==> src/hdl/klih_pkg.sv <==
`timescale 1ns / 1ps

package klih_pkg;

  localparam int unsigned HASH_W = 64;
  localparam int unsigned IDX_W  = 32;
  localparam int unsigned HALF_W = HASH_W / 2;

  // FNV-1a 64
  localparam logic [HASH_W-1:0] FNV_BASIS = 64'hcbf29ce484222325;
  // prime = 2^40 + 0x1b3, so the multiply is a shift plus a narrow product
  localparam int unsigned       FNV_PRIME_SHIFT = 40;
  localparam logic [8:0]        FNV_PRIME_LO    = 9'h1b3;

  // 64-bit mixing finalizer
  localparam logic [HASH_W-1:0] MIX_MUL_A = 64'hff51afd7ed558ccd;
  localparam logic [HASH_W-1:0] MIX_MUL_B = 64'hc4ceb9fe1a85ec53;
  localparam int unsigned       MIX_SHIFT = 33;

  localparam logic [IDX_W-1:0]  NUM_LOCKS_RESET = 32'd1;
  localparam int unsigned       QUEUE_DEPTH     = 2;

  typedef enum logic [1:0] {
    ACT_BYTE  = 2'd0,
    ACT_ID    = 2'd1,
    ACT_EMPTY = 2'd2
  } action_e;

  typedef enum logic [2:0] {
    F_IDLE,
    F_MUL0,
    F_MUL1,
    F_MUL2,
    F_PUSH
  } front_state_e;

  typedef enum logic [1:0] {
    B_IDLE,
    B_DIV,
    B_DONE
  } back_state_e;

  // one finished hash moving through the queue
  typedef struct packed {
    logic              vld;
    logic [HASH_W-1:0] hash;
  } hash_beat_t;

endpackage

==> src/hdl/klih_front.sv <==
`timescale 1ns / 1ps

module klih_front (
  input  logic                 clk_i,
  input  logic                 rst_ni,
  input  logic                 in_valid_i,
  output logic                 in_stall_o,
  input  logic [1:0]           action_i,
  input  logic [7:0]           key_byte_i,
  input  logic                 key_last_i,
  input  logic [63:0]          data_id_i,
  output klih_pkg::hash_beat_t push_o,
  input  logic                 q_full_i
);
  import klih_pkg::*;

  front_state_e      state_q, state_d;
  logic [HASH_W-1:0] hash_q, hash_d;
  logic [HASH_W-1:0] acc_q, acc_d;
  logic [HASH_W-1:0] prod_q, prod_d;
  logic              pass_q, pass_d;

  logic              in_acc;
  logic [HASH_W-1:0] hx, fnv_next, mix_k, mix_sum, id_pre;
  logic [HALF_W-1:0] mul_a, mul_b;
  logic [HASH_W-1:0] mul_p;

  assign in_stall_o = (state_q != F_IDLE) || q_full_i;
  assign in_acc     = in_valid_i && !in_stall_o;

  // FNV-1a step: xor byte, multiply by 2^40 + 0x1b3
  assign hx       = hash_q ^ {{(HASH_W-8){1'b0}}, key_byte_i};
  assign fnv_next = (hx << FNV_PRIME_SHIFT) + (hx * {{(HASH_W-9){1'b0}}, FNV_PRIME_LO});
  assign id_pre   = data_id_i ^ (data_id_i >> MIX_SHIFT);

  // 64x64 low-half product as three 32x32 partial products, one per cycle
  assign mix_k = pass_q ? MIX_MUL_B : MIX_MUL_A;
  always_comb begin
    case (state_q)
      F_MUL1: begin
        mul_a = acc_q[HALF_W-1:0];
        mul_b = mix_k[HASH_W-1:HALF_W];
      end
      F_MUL2: begin
        mul_a = acc_q[HASH_W-1:HALF_W];
        mul_b = mix_k[HALF_W-1:0];
      end
      default: begin
        mul_a = acc_q[HALF_W-1:0];
        mul_b = mix_k[HALF_W-1:0];
      end
    endcase
  end
  assign mul_p   = mul_a * mul_b;
  assign mix_sum = prod_q + {mul_p[HALF_W-1:0], {HALF_W{1'b0}}};

  // next state
  always_comb begin
    state_d = state_q;
    case (state_q)
      F_IDLE: begin
        if (in_acc && action_e'(action_i) == ACT_ID) begin
          state_d = F_MUL0;
        end
      end
      F_MUL0: state_d = F_MUL1;
      F_MUL1: state_d = F_MUL2;
      F_MUL2: state_d = pass_q ? F_PUSH : F_MUL0;
      F_PUSH: begin
        if (!q_full_i) begin
          state_d = F_IDLE;
        end
      end
      default: state_d = F_IDLE;
    endcase
  end

  // datapath and queue write
  always_comb begin
    hash_d      = hash_q;
    acc_d       = acc_q;
    prod_d      = prod_q;
    pass_d      = pass_q;
    push_o.vld  = 1'b0;
    push_o.hash = acc_q;
    case (state_q)
      F_IDLE: begin
        if (in_acc) begin
          case (action_e'(action_i))
            ACT_BYTE: begin
              if (key_last_i) begin
                push_o.vld  = 1'b1;
                push_o.hash = fnv_next;
                hash_d      = FNV_BASIS;
              end else begin
                hash_d = fnv_next;
              end
            end
            ACT_ID: begin
              acc_d  = id_pre;
              pass_d = 1'b0;
              hash_d = FNV_BASIS;
            end
            ACT_EMPTY: begin
              push_o.vld  = 1'b1;
              push_o.hash = FNV_BASIS;
              hash_d      = FNV_BASIS;
            end
            default: ;  // unused code: dropped, hash kept
          endcase
        end
      end
      F_MUL0: prod_d = mul_p;
      F_MUL1: prod_d = mix_sum;
      F_MUL2: begin
        acc_d  = mix_sum ^ (mix_sum >> MIX_SHIFT);
        pass_d = 1'b1;
      end
      F_PUSH: push_o.vld = !q_full_i;
      default: ;
    endcase
  end

  always_ff @(posedge clk_i or negedge rst_ni) begin
    if (!rst_ni) begin
      state_q <= F_IDLE;
      hash_q  <= FNV_BASIS;
      pass_q  <= 1'b0;
    end else begin
      state_q <= state_d;
      hash_q  <= hash_d;
      pass_q  <= pass_d;
    end
  end

  always_ff @(posedge clk_i) begin
    acc_q  <= acc_d;
    prod_q <= prod_d;
  end

endmodule

==> src/hdl/klih_fifo.sv <==
`timescale 1ns / 1ps

module klih_fifo #(
  parameter int unsigned Depth = klih_pkg::QUEUE_DEPTH
) (
  input  logic                 clk_i,
  input  logic                 rst_ni,
  input  klih_pkg::hash_beat_t push_i,
  output logic                 full_o,
  output klih_pkg::hash_beat_t head_o,
  input  logic                 pop_i
);
  import klih_pkg::*;

  localparam int unsigned PtrW = (Depth > 1) ? $clog2(Depth) : 1;
  localparam int unsigned CntW = $clog2(Depth + 1);

  logic [HASH_W-1:0] mem [Depth];
  logic [PtrW-1:0]   wr_q, rd_q;
  logic [CntW-1:0]   cnt_q;
  logic              do_push, do_pop;

  assign full_o      = (cnt_q == CntW'(Depth));
  assign head_o.vld  = (cnt_q != '0);
  assign head_o.hash = mem[rd_q];
  assign do_push     = push_i.vld && !full_o;
  assign do_pop      = pop_i && head_o.vld;

  always_ff @(posedge clk_i) begin
    if (do_push) begin
      mem[wr_q] <= push_i.hash;
    end
  end

  always_ff @(posedge clk_i or negedge rst_ni) begin
    if (!rst_ni) begin
      wr_q  <= '0;
      rd_q  <= '0;
      cnt_q <= '0;
    end else begin
      if (do_push) begin
        wr_q <= (wr_q == PtrW'(Depth - 1)) ? '0 : wr_q + 1'b1;
      end
      if (do_pop) begin
        rd_q <= (rd_q == PtrW'(Depth - 1)) ? '0 : rd_q + 1'b1;
      end
      if (do_push && !do_pop) begin
        cnt_q <= cnt_q + 1'b1;
      end else if (!do_push && do_pop) begin
        cnt_q <= cnt_q - 1'b1;
      end
    end
  end

`ifndef ASSERT_OFF
  a_no_overflow: assert property (@(posedge clk_i) disable iff (!rst_ni)
    push_i.vld |-> !full_o)
    else $error("hash pushed into full queue");
  a_cnt_bound: assert property (@(posedge clk_i) disable iff (!rst_ni)
    cnt_q <= CntW'(Depth))
    else $error("queue count out of range");
  a_cnt_step: assert property (@(posedge clk_i) disable iff (!rst_ni)
    (do_push && !do_pop) |=> (cnt_q == $past(cnt_q) + 1'b1))
    else $error("queue count did not track push");
`endif

endmodule

==> src/hdl/klih_mod.sv <==
`timescale 1ns / 1ps

module klih_mod (
  input  logic                 clk_i,
  input  logic                 rst_ni,
  input  logic                 cfg_valid_i,
  output logic                 cfg_ready_o,
  input  logic [31:0]          cfg_data_i,
  input  klih_pkg::hash_beat_t head_i,
  output logic                 pop_o,
  output logic                 out_valid_o,
  input  logic                 out_stall_i,
  output logic [31:0]          lock_index_o
);
  import klih_pkg::*;

  localparam int unsigned CntW = $clog2(HASH_W);

  back_state_e       state_q, state_d;
  logic [IDX_W-1:0]  num_locks_q;
  logic [IDX_W-1:0]  div_q, div_d;
  logic [IDX_W-1:0]  rem_q, rem_d;
  logic [HASH_W-1:0] dvd_q, dvd_d;
  logic [CntW-1:0]   cnt_q, cnt_d;
  logic              out_valid_q, out_valid_d;
  logic [IDX_W-1:0]  idx_q, idx_d;

  logic              last_step, out_free;
  logic [IDX_W:0]    r_sh, r_sub;

  assign cfg_ready_o  = 1'b1;
  assign out_valid_o  = out_valid_q;
  assign lock_index_o = idx_q;

  assign last_step = (cnt_q == CntW'(HASH_W - 1));
  assign out_free  = !out_valid_q || !out_stall_i;

  // restoring radix-2 step; remainder stays below the divisor
  assign r_sh  = {rem_q, dvd_q[HASH_W-1]};
  assign r_sub = r_sh - {1'b0, div_q};

  // next state
  always_comb begin
    state_d = state_q;
    case (state_q)
      B_IDLE: begin
        if (head_i.vld) begin
          state_d = B_DIV;
        end
      end
      B_DIV: begin
        if (last_step) begin
          state_d = B_DONE;
        end
      end
      B_DONE: begin
        if (out_free) begin
          state_d = B_IDLE;
        end
      end
      default: state_d = B_IDLE;
    endcase
  end

  // datapath
  always_comb begin
    pop_o       = 1'b0;
    div_d       = div_q;
    rem_d       = rem_q;
    dvd_d       = dvd_q;
    cnt_d       = cnt_q;
    idx_d       = idx_q;
    out_valid_d = out_valid_q && out_stall_i;
    case (state_q)
      B_IDLE: begin
        if (head_i.vld) begin
          pop_o = 1'b1;
          dvd_d = head_i.hash;
          rem_d = '0;
          cnt_d = '0;
          // zero count behaves as one lock
          div_d = (num_locks_q == '0) ? IDX_W'(1) : num_locks_q;
        end
      end
      B_DIV: begin
        rem_d = (r_sh >= {1'b0, div_q}) ? r_sub[IDX_W-1:0] : r_sh[IDX_W-1:0];
        dvd_d = {dvd_q[HASH_W-2:0], 1'b0};
        cnt_d = cnt_q + 1'b1;
      end
      B_DONE: begin
        if (out_free) begin
          idx_d       = rem_q;
          out_valid_d = 1'b1;
        end
      end
      default: ;
    endcase
  end

  always_ff @(posedge clk_i or negedge rst_ni) begin
    if (!rst_ni) begin
      state_q     <= B_IDLE;
      num_locks_q <= NUM_LOCKS_RESET;
      out_valid_q <= 1'b0;
      cnt_q       <= '0;
    end else begin
      state_q     <= state_d;
      out_valid_q <= out_valid_d;
      cnt_q       <= cnt_d;
      if (cfg_valid_i && cfg_ready_o) begin
        num_locks_q <= cfg_data_i;
      end
    end
  end

  always_ff @(posedge clk_i) begin
    div_q <= div_d;
    rem_q <= rem_d;
    dvd_q <= dvd_d;
    idx_q <= idx_d;
  end

`ifndef ASSERT_OFF
  a_div_nonzero: assert property (@(posedge clk_i) disable iff (!rst_ni)
    (state_q == B_DIV) |-> (div_q != '0))
    else $error("divide running with zero divisor");
  a_div_start: assert property (@(posedge clk_i) disable iff (!rst_ni)
    (state_q == B_IDLE && pop_o) |=> (state_q == B_DIV && cnt_q == '0))
    else $error("divide did not start cleanly");
  a_out_from_done: assert property (@(posedge clk_i) disable iff (!rst_ni)
    $rose(out_valid_q) |-> $past(state_q == B_DONE))
    else $error("result shown without finished divide");
`endif

endmodule

==> src/hdl/key_to_lock_index_hash.sv <==
`timescale 1ns / 1ps

// Key to lock index hash.
// Input channel (in_valid_i / in_stall_o): a beat is taken when valid is high
// and stall is low. action_i selects a key byte (FNV-1a 64, key_last_i ends the
// key), a whole 64-bit id (mixing finalizer) or an empty key (offset basis).
// Only finished keys give a result; action code 3 is dropped.
// Output channel (out_valid_o / out_stall_i): lock_index_o is the hash modulo
// the configured lock count (a count of 0 acts as 1).
// Config channel (cfg_valid_i / cfg_ready_o): writes the lock count; ready is
// always high. Write it only while no key is in flight.
// An id takes longer than a final byte or an empty key: the front runs two
// multiplies of three 32x32 partial products each, then the queue push, and
// stalls meanwhile. The result rate is set by the radix-2 modulo unit, which
// retires one dividend bit per cycle and takes a new hash only after handing
// the last result to the output. Non-final key bytes are taken one per cycle
// while the front is idle and the queue is not full.
// Front and divider are parted by a small hash queue, so bytes keep flowing
// while a result is still being reduced. When out_stall_i is high the result
// holds, the divider waits, the queue fills and then in_stall_o rises.
// Reset clears the running hash to the offset basis and the lock count to 1.
module key_to_lock_index_hash #(
  parameter int unsigned QueueDepth = klih_pkg::QUEUE_DEPTH
) (
  input  logic        clk_i,
  input  logic        rst_ni,
  input  logic        in_valid_i,
  output logic        in_stall_o,
  input  logic [1:0]  action_i,
  input  logic [7:0]  key_byte_i,
  input  logic        key_last_i,
  input  logic [63:0] data_id_i,
  output logic        out_valid_o,
  input  logic        out_stall_i,
  output logic [31:0] lock_index_o,
  input  logic        cfg_valid_i,
  output logic        cfg_ready_o,
  input  logic [31:0] cfg_data_i
);
  import klih_pkg::*;

  hash_beat_t push, head;
  logic       q_full, pop;

  klih_front u_front (
    .clk_i      (clk_i),
    .rst_ni     (rst_ni),
    .in_valid_i (in_valid_i),
    .in_stall_o (in_stall_o),
    .action_i   (action_i),
    .key_byte_i (key_byte_i),
    .key_last_i (key_last_i),
    .data_id_i  (data_id_i),
    .push_o     (push),
    .q_full_i   (q_full)
  );

  klih_fifo #(
    .Depth (QueueDepth)
  ) u_fifo (
    .clk_i  (clk_i),
    .rst_ni (rst_ni),
    .push_i (push),
    .full_o (q_full),
    .head_o (head),
    .pop_i  (pop)
  );

  klih_mod u_mod (
    .clk_i        (clk_i),
    .rst_ni       (rst_ni),
    .cfg_valid_i  (cfg_valid_i),
    .cfg_ready_o  (cfg_ready_o),
    .cfg_data_i   (cfg_data_i),
    .head_i       (head),
    .pop_o        (pop),
    .out_valid_o  (out_valid_o),
    .out_stall_i  (out_stall_i),
    .lock_index_o (lock_index_o)
  );

endmodule
==> config.mk <==
export PLATFORM = sky130hd
export DESIGN_NAME = key_to_lock_index_hash
export DESIGN_NICKNAME = d
export VERILOG_FILES = /design/src/hdl/klih_pkg.sv /design/src/hdl/klih_front.sv /design/src/hdl/klih_fifo.sv /design/src/hdl/klih_mod.sv /design/src/hdl/key_to_lock_index_hash.sv
export SDC_FILE = /design/constraint.sdc
export NUM_CORES = 2
export LEC_CHECK = 0
export BUFFER_PORTS_ARGS = -buffer_cell sky130_fd_sc_hd__clkbuf_2
export CORE_MARGIN = 8
export CORE_UTILIZATION = 65
export CTS_CLUSTER_DIAMETER = 120
export CTS_CLUSTER_SIZE = 24
export DETAILED_ROUTE_END_ITERATION = 10
export PLACE_DENSITY = 0.82
export SLEW_MARGIN = 5
export SYNTH_ARGS = -nofsm -noshare
export SYNTH_HDL_FRONTEND = slang
export SYNTH_SLANG_ARGS = --single-unit
==> constraint.sdc <==
create_clock -name clk_i -period 19 [get_ports clk_i]
set_clock_uncertainty 0.15 [all_clocks]
set_input_delay 3.8 -clock clk_i [delete_from_list [all_inputs] [get_ports clk_i]]
set_output_delay 3.8 -clock clk_i [all_outputs]
set_load 0.005 [all_outputs]
---- After elaboration in Yosys (flattened, before gate mapping) ----
Memory sizes are Yosys's and may differ from the RTL's.
Index checks and enable logic that the tools add are counted.
storage, ports and cells
  memory bits (writable) .................. 128
  memories kept ........................... 1
  register bits ........................... 401
memories
  memory      words  bits a word  read ports  clocked after Yosys merged registers in  wr ports  RTL line         RTL
  u_fifo.mem  2      64           1           0                                        1         klih_fifo.sv:18  logic [HASH_W-1:0] mem [Depth];
operators by class
  equal/unequal tests ..................... 17
  bitwise operators ....................... 3
  multiplexer cells ....................... 42
  reduce and logical (&&, ||, !) cells .... 34
  $mul .................................... 2
  add/subtract/negate cells ............... 8
  order comparisons ....................... 1
operators by type and width
  kind                   number
  $pmux 64 s2            4
  $mux 64                5
  $mux 65                2
  $pmux 65 s2            1
  $add 64x64->64         2
  $mux 32                4
  $xor 64x31->64         2
  $mul 32x32->64         1
  $mul 64x9->64 const B  1
  $pmux 32 s2            1
  $xor 64x8->64          1
  $mux 62                1
  $ge 33x32->1           1
  $logic_not 32->1       1
  $sub 32x32->32         1
  $pmux 3 s5             1
  $pmux 6 s2             1
  $reduce_bool 2->1      6
  $mux 1                 10
  $mux 2                 5
  $ne 2x1->1 const B     5
  $mux 3                 3
  $reduce_and 3->1       3
  $reduce_and 2->1       4
  21 further kinds       41

---- Depth between registers and ports, before layout ----
  depth in word-level cells ............... 12
  mapped depth ............................ 44
  gate-level depth less buffers ........... 39

---- By module ----
Synthesis repeated with hierarchy kept, for this count alone.
unflattened totals
  cell total of the unflattened synthesis .. 6222
  area, all modules ....................... 65273.9 sq um
modules (own cells, without submodules)
  module      area an instance (sq um)  times used  seq. area each (sq um)  cells an instance
  klih_front  50551.0                   1           5580.4                  5101
  klih_mod    9698.1                    1           5831.8                  903
  klih_fifo   5024.8                    1           3943.8                  218

---- Least setup slack after synthesis ----
OpenSTA, ideal clock, no wires.
  path kind ............................... reg-to-reg
  start ................................... reg u_front.state_q[0]
  end ..................................... reg u_front.acc_q[29], data pin
  required time ........................... 18583 ps
  setup slack ............................. 8972 ps
  cell stages (with the launch flop) ...... 42
  library setup time ...................... 267 ps
  data arrival time ....................... 9611 ps
  path buffers ............................ 5
  path through ............................ dfrtp_1 -> nor2_1 -> and2_1 -> clkbuf_1 -> inv_1 -> clkbuf_1 -> clkbuf_1 -> ha_1 -> clkbuf_1 -> nor2_1 -> fa_1 -> inv_1 -> fa_1 -> inv_1 -> fa_1 -> inv_1 -> fa_1 -> inv_1 -> (+6 left out) -> ha_1 -> buf_2 -> nand4_2 -> or3_4 -> o221ai_1 -> or2_2 -> xor2_1 -> ha_1 -> nand2_1 -> nor2_1 -> nand4_1 -> a211o_1 -> a31oi_1 -> o21ai_0 -> a211o_1 -> xor2_1 -> xor2_1 -> o21ai_0
on the way
  longest elaborated chain between the ends .. 6
ends and longest elaborated chain
  element                               RTL line                            RTL
  start: declaration                    klih_front.sv:17                    front_state_e state_q, state_d;
  start signal: assignment              klih_front.sv:130                   state_q <= state_d;
  $eq 3x2->1, on equally long branches  klih_front.sv:39, klih_front.sv:86
  $mux 32                               klih_front.sv:39                    case (state_q)
  $mul 32x32->64                        klih_front.sv:54                    assign mul_p = mul_a * mul_b;
  $add 64x64->64                        klih_front.sv:55                    assign mix_sum = prod_q + {mul_p[HALF_W-1:0], {HALF_W{1'b0}}};
  $xor 64x31->64                        klih_front.sv:116                   acc_d = mix_sum ^ (mix_sum >> MIX_SHIFT);
  $pmux 64 s2 *                         klih_front.sv:86                    case (state_q)
  via u_front.acc_d[29]                 klih_front.sv:19                    logic [HASH_W-1:0] acc_q, acc_d;
  end signal: assignment                klih_front.sv:137                   acc_q <= acc_d;
  end: declaration                      klih_front.sv:19
The timed path passes the listed nets; every way through them passes the cells marked *.
A chain may end at the register's enable or synchronous reset.

---- Final worst setup path ----
  start ................................... reg u_front.state_q[0]
  end ..................................... reg u_front.acc_q[28], data pin
The elaborated chain is that of the path after synthesis.

==> results_dict.tcl <==
set metrics [dict create \
    status "complete, no violations" \
    routed_wl_mm 204.2 \
    critPathKind "flop to flop" \
    ant_nets 0 \
    critPathTopFamily "adder cells" \
    cts.sinks 529 \
    ys_seq_elements 529 \
    hp-class "flop to flop" \
    fin_ws_ns 6.396 \
    io_pins 147 \
    wl_per_cell_um 27.26 \
    post-place-ws_ns 6.739 \
    clk_latency_ns 0.62 \
    end_kind "flop" \
    rsz0062_at_grt "no" \
    path_clk_slew_ns 0.10 \
    rows 116 \
    cp_common_cell "fa_1" \
    start_util_pct 65.19 \
    synthCells 6138 \
    critPathArrivalTime_ns 12.78 \
    cts_buffers 27 \
    hold_viol 0 \
    startpoint_type "flop" \
    worst-path-buf-inv 10 \
    ys_types 92 \
    synth_edf_count 416 \
    max_stage_delay_ns 0.74 \
    grt_start_max_net_pins 78 \
    layout_common_cells "inv_1, fa_1, ha_1" \
    clock_tree.root_cell "clkbuf_16" \
    relSlewSlack_pct 13.38 \
    coreArea_mm2 0.09942 \
    yosysSeqAreaShare_pct 23.69 \
    async_flop_share_pct 21.36 \
    fin_tns_setup_ns 0 \
    first_pass_iters 8 \
    dpl.hpwl_mm 173.9 \
    cts_tree "built" \
    grt_pass1_vias 48249 \
    ctsHoldBuffers 0 \
    grt_pass1_wl_mm 306.3 \
    drv_slew 0 \
    cts_buffer_depth 3 \
    period_share_pct 66.34 \
    yosysWarningCount 0 \
    dieHeight_um 331.8 \
    io_buffers 145 \
    fmax_mhz 79.34 \
    remaining_drc_errors 0 \
    final_common_cell "inv_1" \
    cts_setup_buffers 0 \
    layout-drive-gt1-share_pct 6.367 \
    grt-ovfl-total 0 \
    worstMarginPinSlew_ns 1.263 \
    die_x_um 331.8 \
    crit_path_max_fanout 35 \
    syn-mean-instance-area_um2 10.56 \
    syn2layout_area_growth_pct 4.471 \
    htreeDepth 1 \
    required_ns 19.18 \
    post_cts_resized 0 \
    num-nets-final 7925 \
    synth_area_mm2 0.06481 \
    gp_congestion 1.036 \
    die_area_mm2 0.1101 \
    vias 45772 \
    antenna_found_initial 7 \
    grtUsageTotal_pct 37.25 \
    yosys_most_used_dff "edfxtp_1" \
    setup_viol 0 \
    avgViaCountPerCell 6.113 \
    drv_cap 0 \
    syn_nets 7895 \
    min_period_ns 12.60 \
    detail_route.iter0.violations 4832 \
    worst_path_max_delay_cell "inv_2" \
]
[Yosys cell counts, types with 7 or more instances]
| library cell | instances | area share [%] |
|---|---|---|
| a211oi_1 | 25 | 0.29 |
| a21boi_0 | 8 | 0.093 |
| a21o_1 | 93 | 1.1 |
| a21oi_1 | 248 | 1.9 |
| a22o_1 | 62 | 0.84 |
| a31oi_1 | 25 | 0.24 |
| a41oi_1 | 7 | 0.095 |
| and2_1 | 49 | 0.47 |
| and3_1 | 24 | 0.23 |
| and4_1 | 9 | 0.12 |
| buf_1 | 13 | 0.075 |
| buf_2 | 7 | 0.054 |
| clkbuf_1 | 178 | 1.0 |
| dfrtp_1 | 84 | 3.2 |
| dfstp_2 | 29 | 1.2 |
| edfxtp_1 | 416 | 19 |
| fa_1 | 1111 | 34 |
| ha_1 | 534 | 10 |
| inv_1 | 1343 | 7.8 |
| mux2_2 | 70 | 1.2 |
| mux2i_1 | 102 | 1.6 |
| nand2_1 | 391 | 2.3 |
| nand2b_1 | 55 | 0.53 |
| nand3_1 | 43 | 0.33 |
| nand4_1 | 37 | 0.36 |
| nor2_1 | 395 | 2.3 |
| nor2b_1 | 17 | 0.16 |
| nor3_1 | 26 | 0.20 |
| nor4_1 | 14 | 0.14 |
| o211ai_1 | 10 | 0.12 |
| o21a_1 | 26 | 0.30 |
| o21ai_0 | 206 | 1.6 |
| o21ai_1 | 13 | 0.10 |
| o21bai_1 | 23 | 0.27 |
| o22a_1 | 22 | 0.30 |
| o22ai_1 | 23 | 0.22 |
| o31ai_1 | 8 | 0.093 |
| or3_1 | 13 | 0.13 |
| xnor2_1 | 136 | 1.8 |
| xor2_1 | 128 | 1.7 |
[sequential cells by signal (all words and copies together), names as in the netlist, 2 cells and up]
| signal | cells |
|---|---|
| u_front.prod_q | 64 |
| u_front.hash_q | 64 |
| u_fifo.mem | 128 |
| u_mod.rem_q | 32 |
| u_mod.state_q | 2 |
| u_mod.cnt_q | 6 |
| u_front.acc_q | 64 |
| u_front.state_q | 3 |
| u_mod.dvd_q | 64 |
| u_mod.lock_index_o | 32 |
| u_fifo.cnt_q | 2 |
| u_mod.num_locks_q | 32 |
| u_mod.div_q | 32 |
[worst reg2reg max path: cells and delay by family (launching register included)]
family	cells	cell delay (ns)
AOI/OAI and AO/OA	8	1.46
xor gates and xnor gates	3	0.99
adders and majority gates	11	5.23
buffers and inverters	10	2.33
DFF	1	0.47
and+or+nand+nor	7	1.70
[area by class of cell]
| class | instances | area (um^2) |
|---|---|---|
| multi-input cells | 4052 | 43660 |
| well taps | 1298 | 1624 |
| clock buffers | 45 | 743.2 |
| diodes | 2 | 5.005 |
| fillers | 7668 | 31710 |
| inverters | 1353 | 5079 |
| clock inverters | 4 | 63.81 |
| flip-flops and latches | 529 | 15360 |
| repair buffers | 205 | 1179 |
[per-stage QoR]
stage	cell area (um^2)	hold WS, ns	cells	utilization, %
final	67710	0.3293	7488	68.10
after global routing	67710	0.3380	7488	68.10
after CTS	67700	0.3287	7486	68.10
after detailed placement	66900	0.3105	7437	67.29
after global placement	66900	0.3059	7437	67.29
after floorplan	64810	0.2717	6138	-
[cells by family (layout without fill, tap and decap cells)]
group                      Yosys count  after routing  synth area share, %
AOI/OAI and AO/OA                  877            877                8.776
xor gates and xnor gates           264            264                3.568
adders and majority gates         1645           1645                44.63
buffers and inverters             1557           1607                9.083
DFF                                529            529                23.69
muxes                              172            172                2.792
other                                2              4              0.01159
and+or+nand+nor                   1092           1092                7.452
[path summary, 6_finish.rpt]
check | slack (ns) | startpoint | cells after the start | end
setup / recovery | 6.40 | u_front.state_q[0] | 39 | u_front.acc_q[28]
hold / removal | 0.33 | u_mod.num_locks_q[14] | 0 | u_mod.div_q[14]
setup reg to reg | 6.40 | u_front.state_q[0] | 39 | u_front.acc_q[28]
hold reg to reg | 0.33 | u_mod.num_locks_q[14] | 0 | u_mod.div_q[14]
max in group asynchronous | 14.00 | rst_ni | 3 | u_fifo.rd_q
min in group asynchronous | 2.98 | rst_ni | 1 | u_front.hash_q[23]
[layer usage]
layer	vias up	track usage [%]	share of wire, %
li1	19632	-	-
met1	23144	48.70	38
met2	2418	58.76	46
met3	572	7.212	9.5
met4	6	20.74	7.2
met5	-	0	0.022
Power is left out: the tool's default activity adds up to more than one toggle a clock period on the data nets, which glitch-free logic cannot reach.
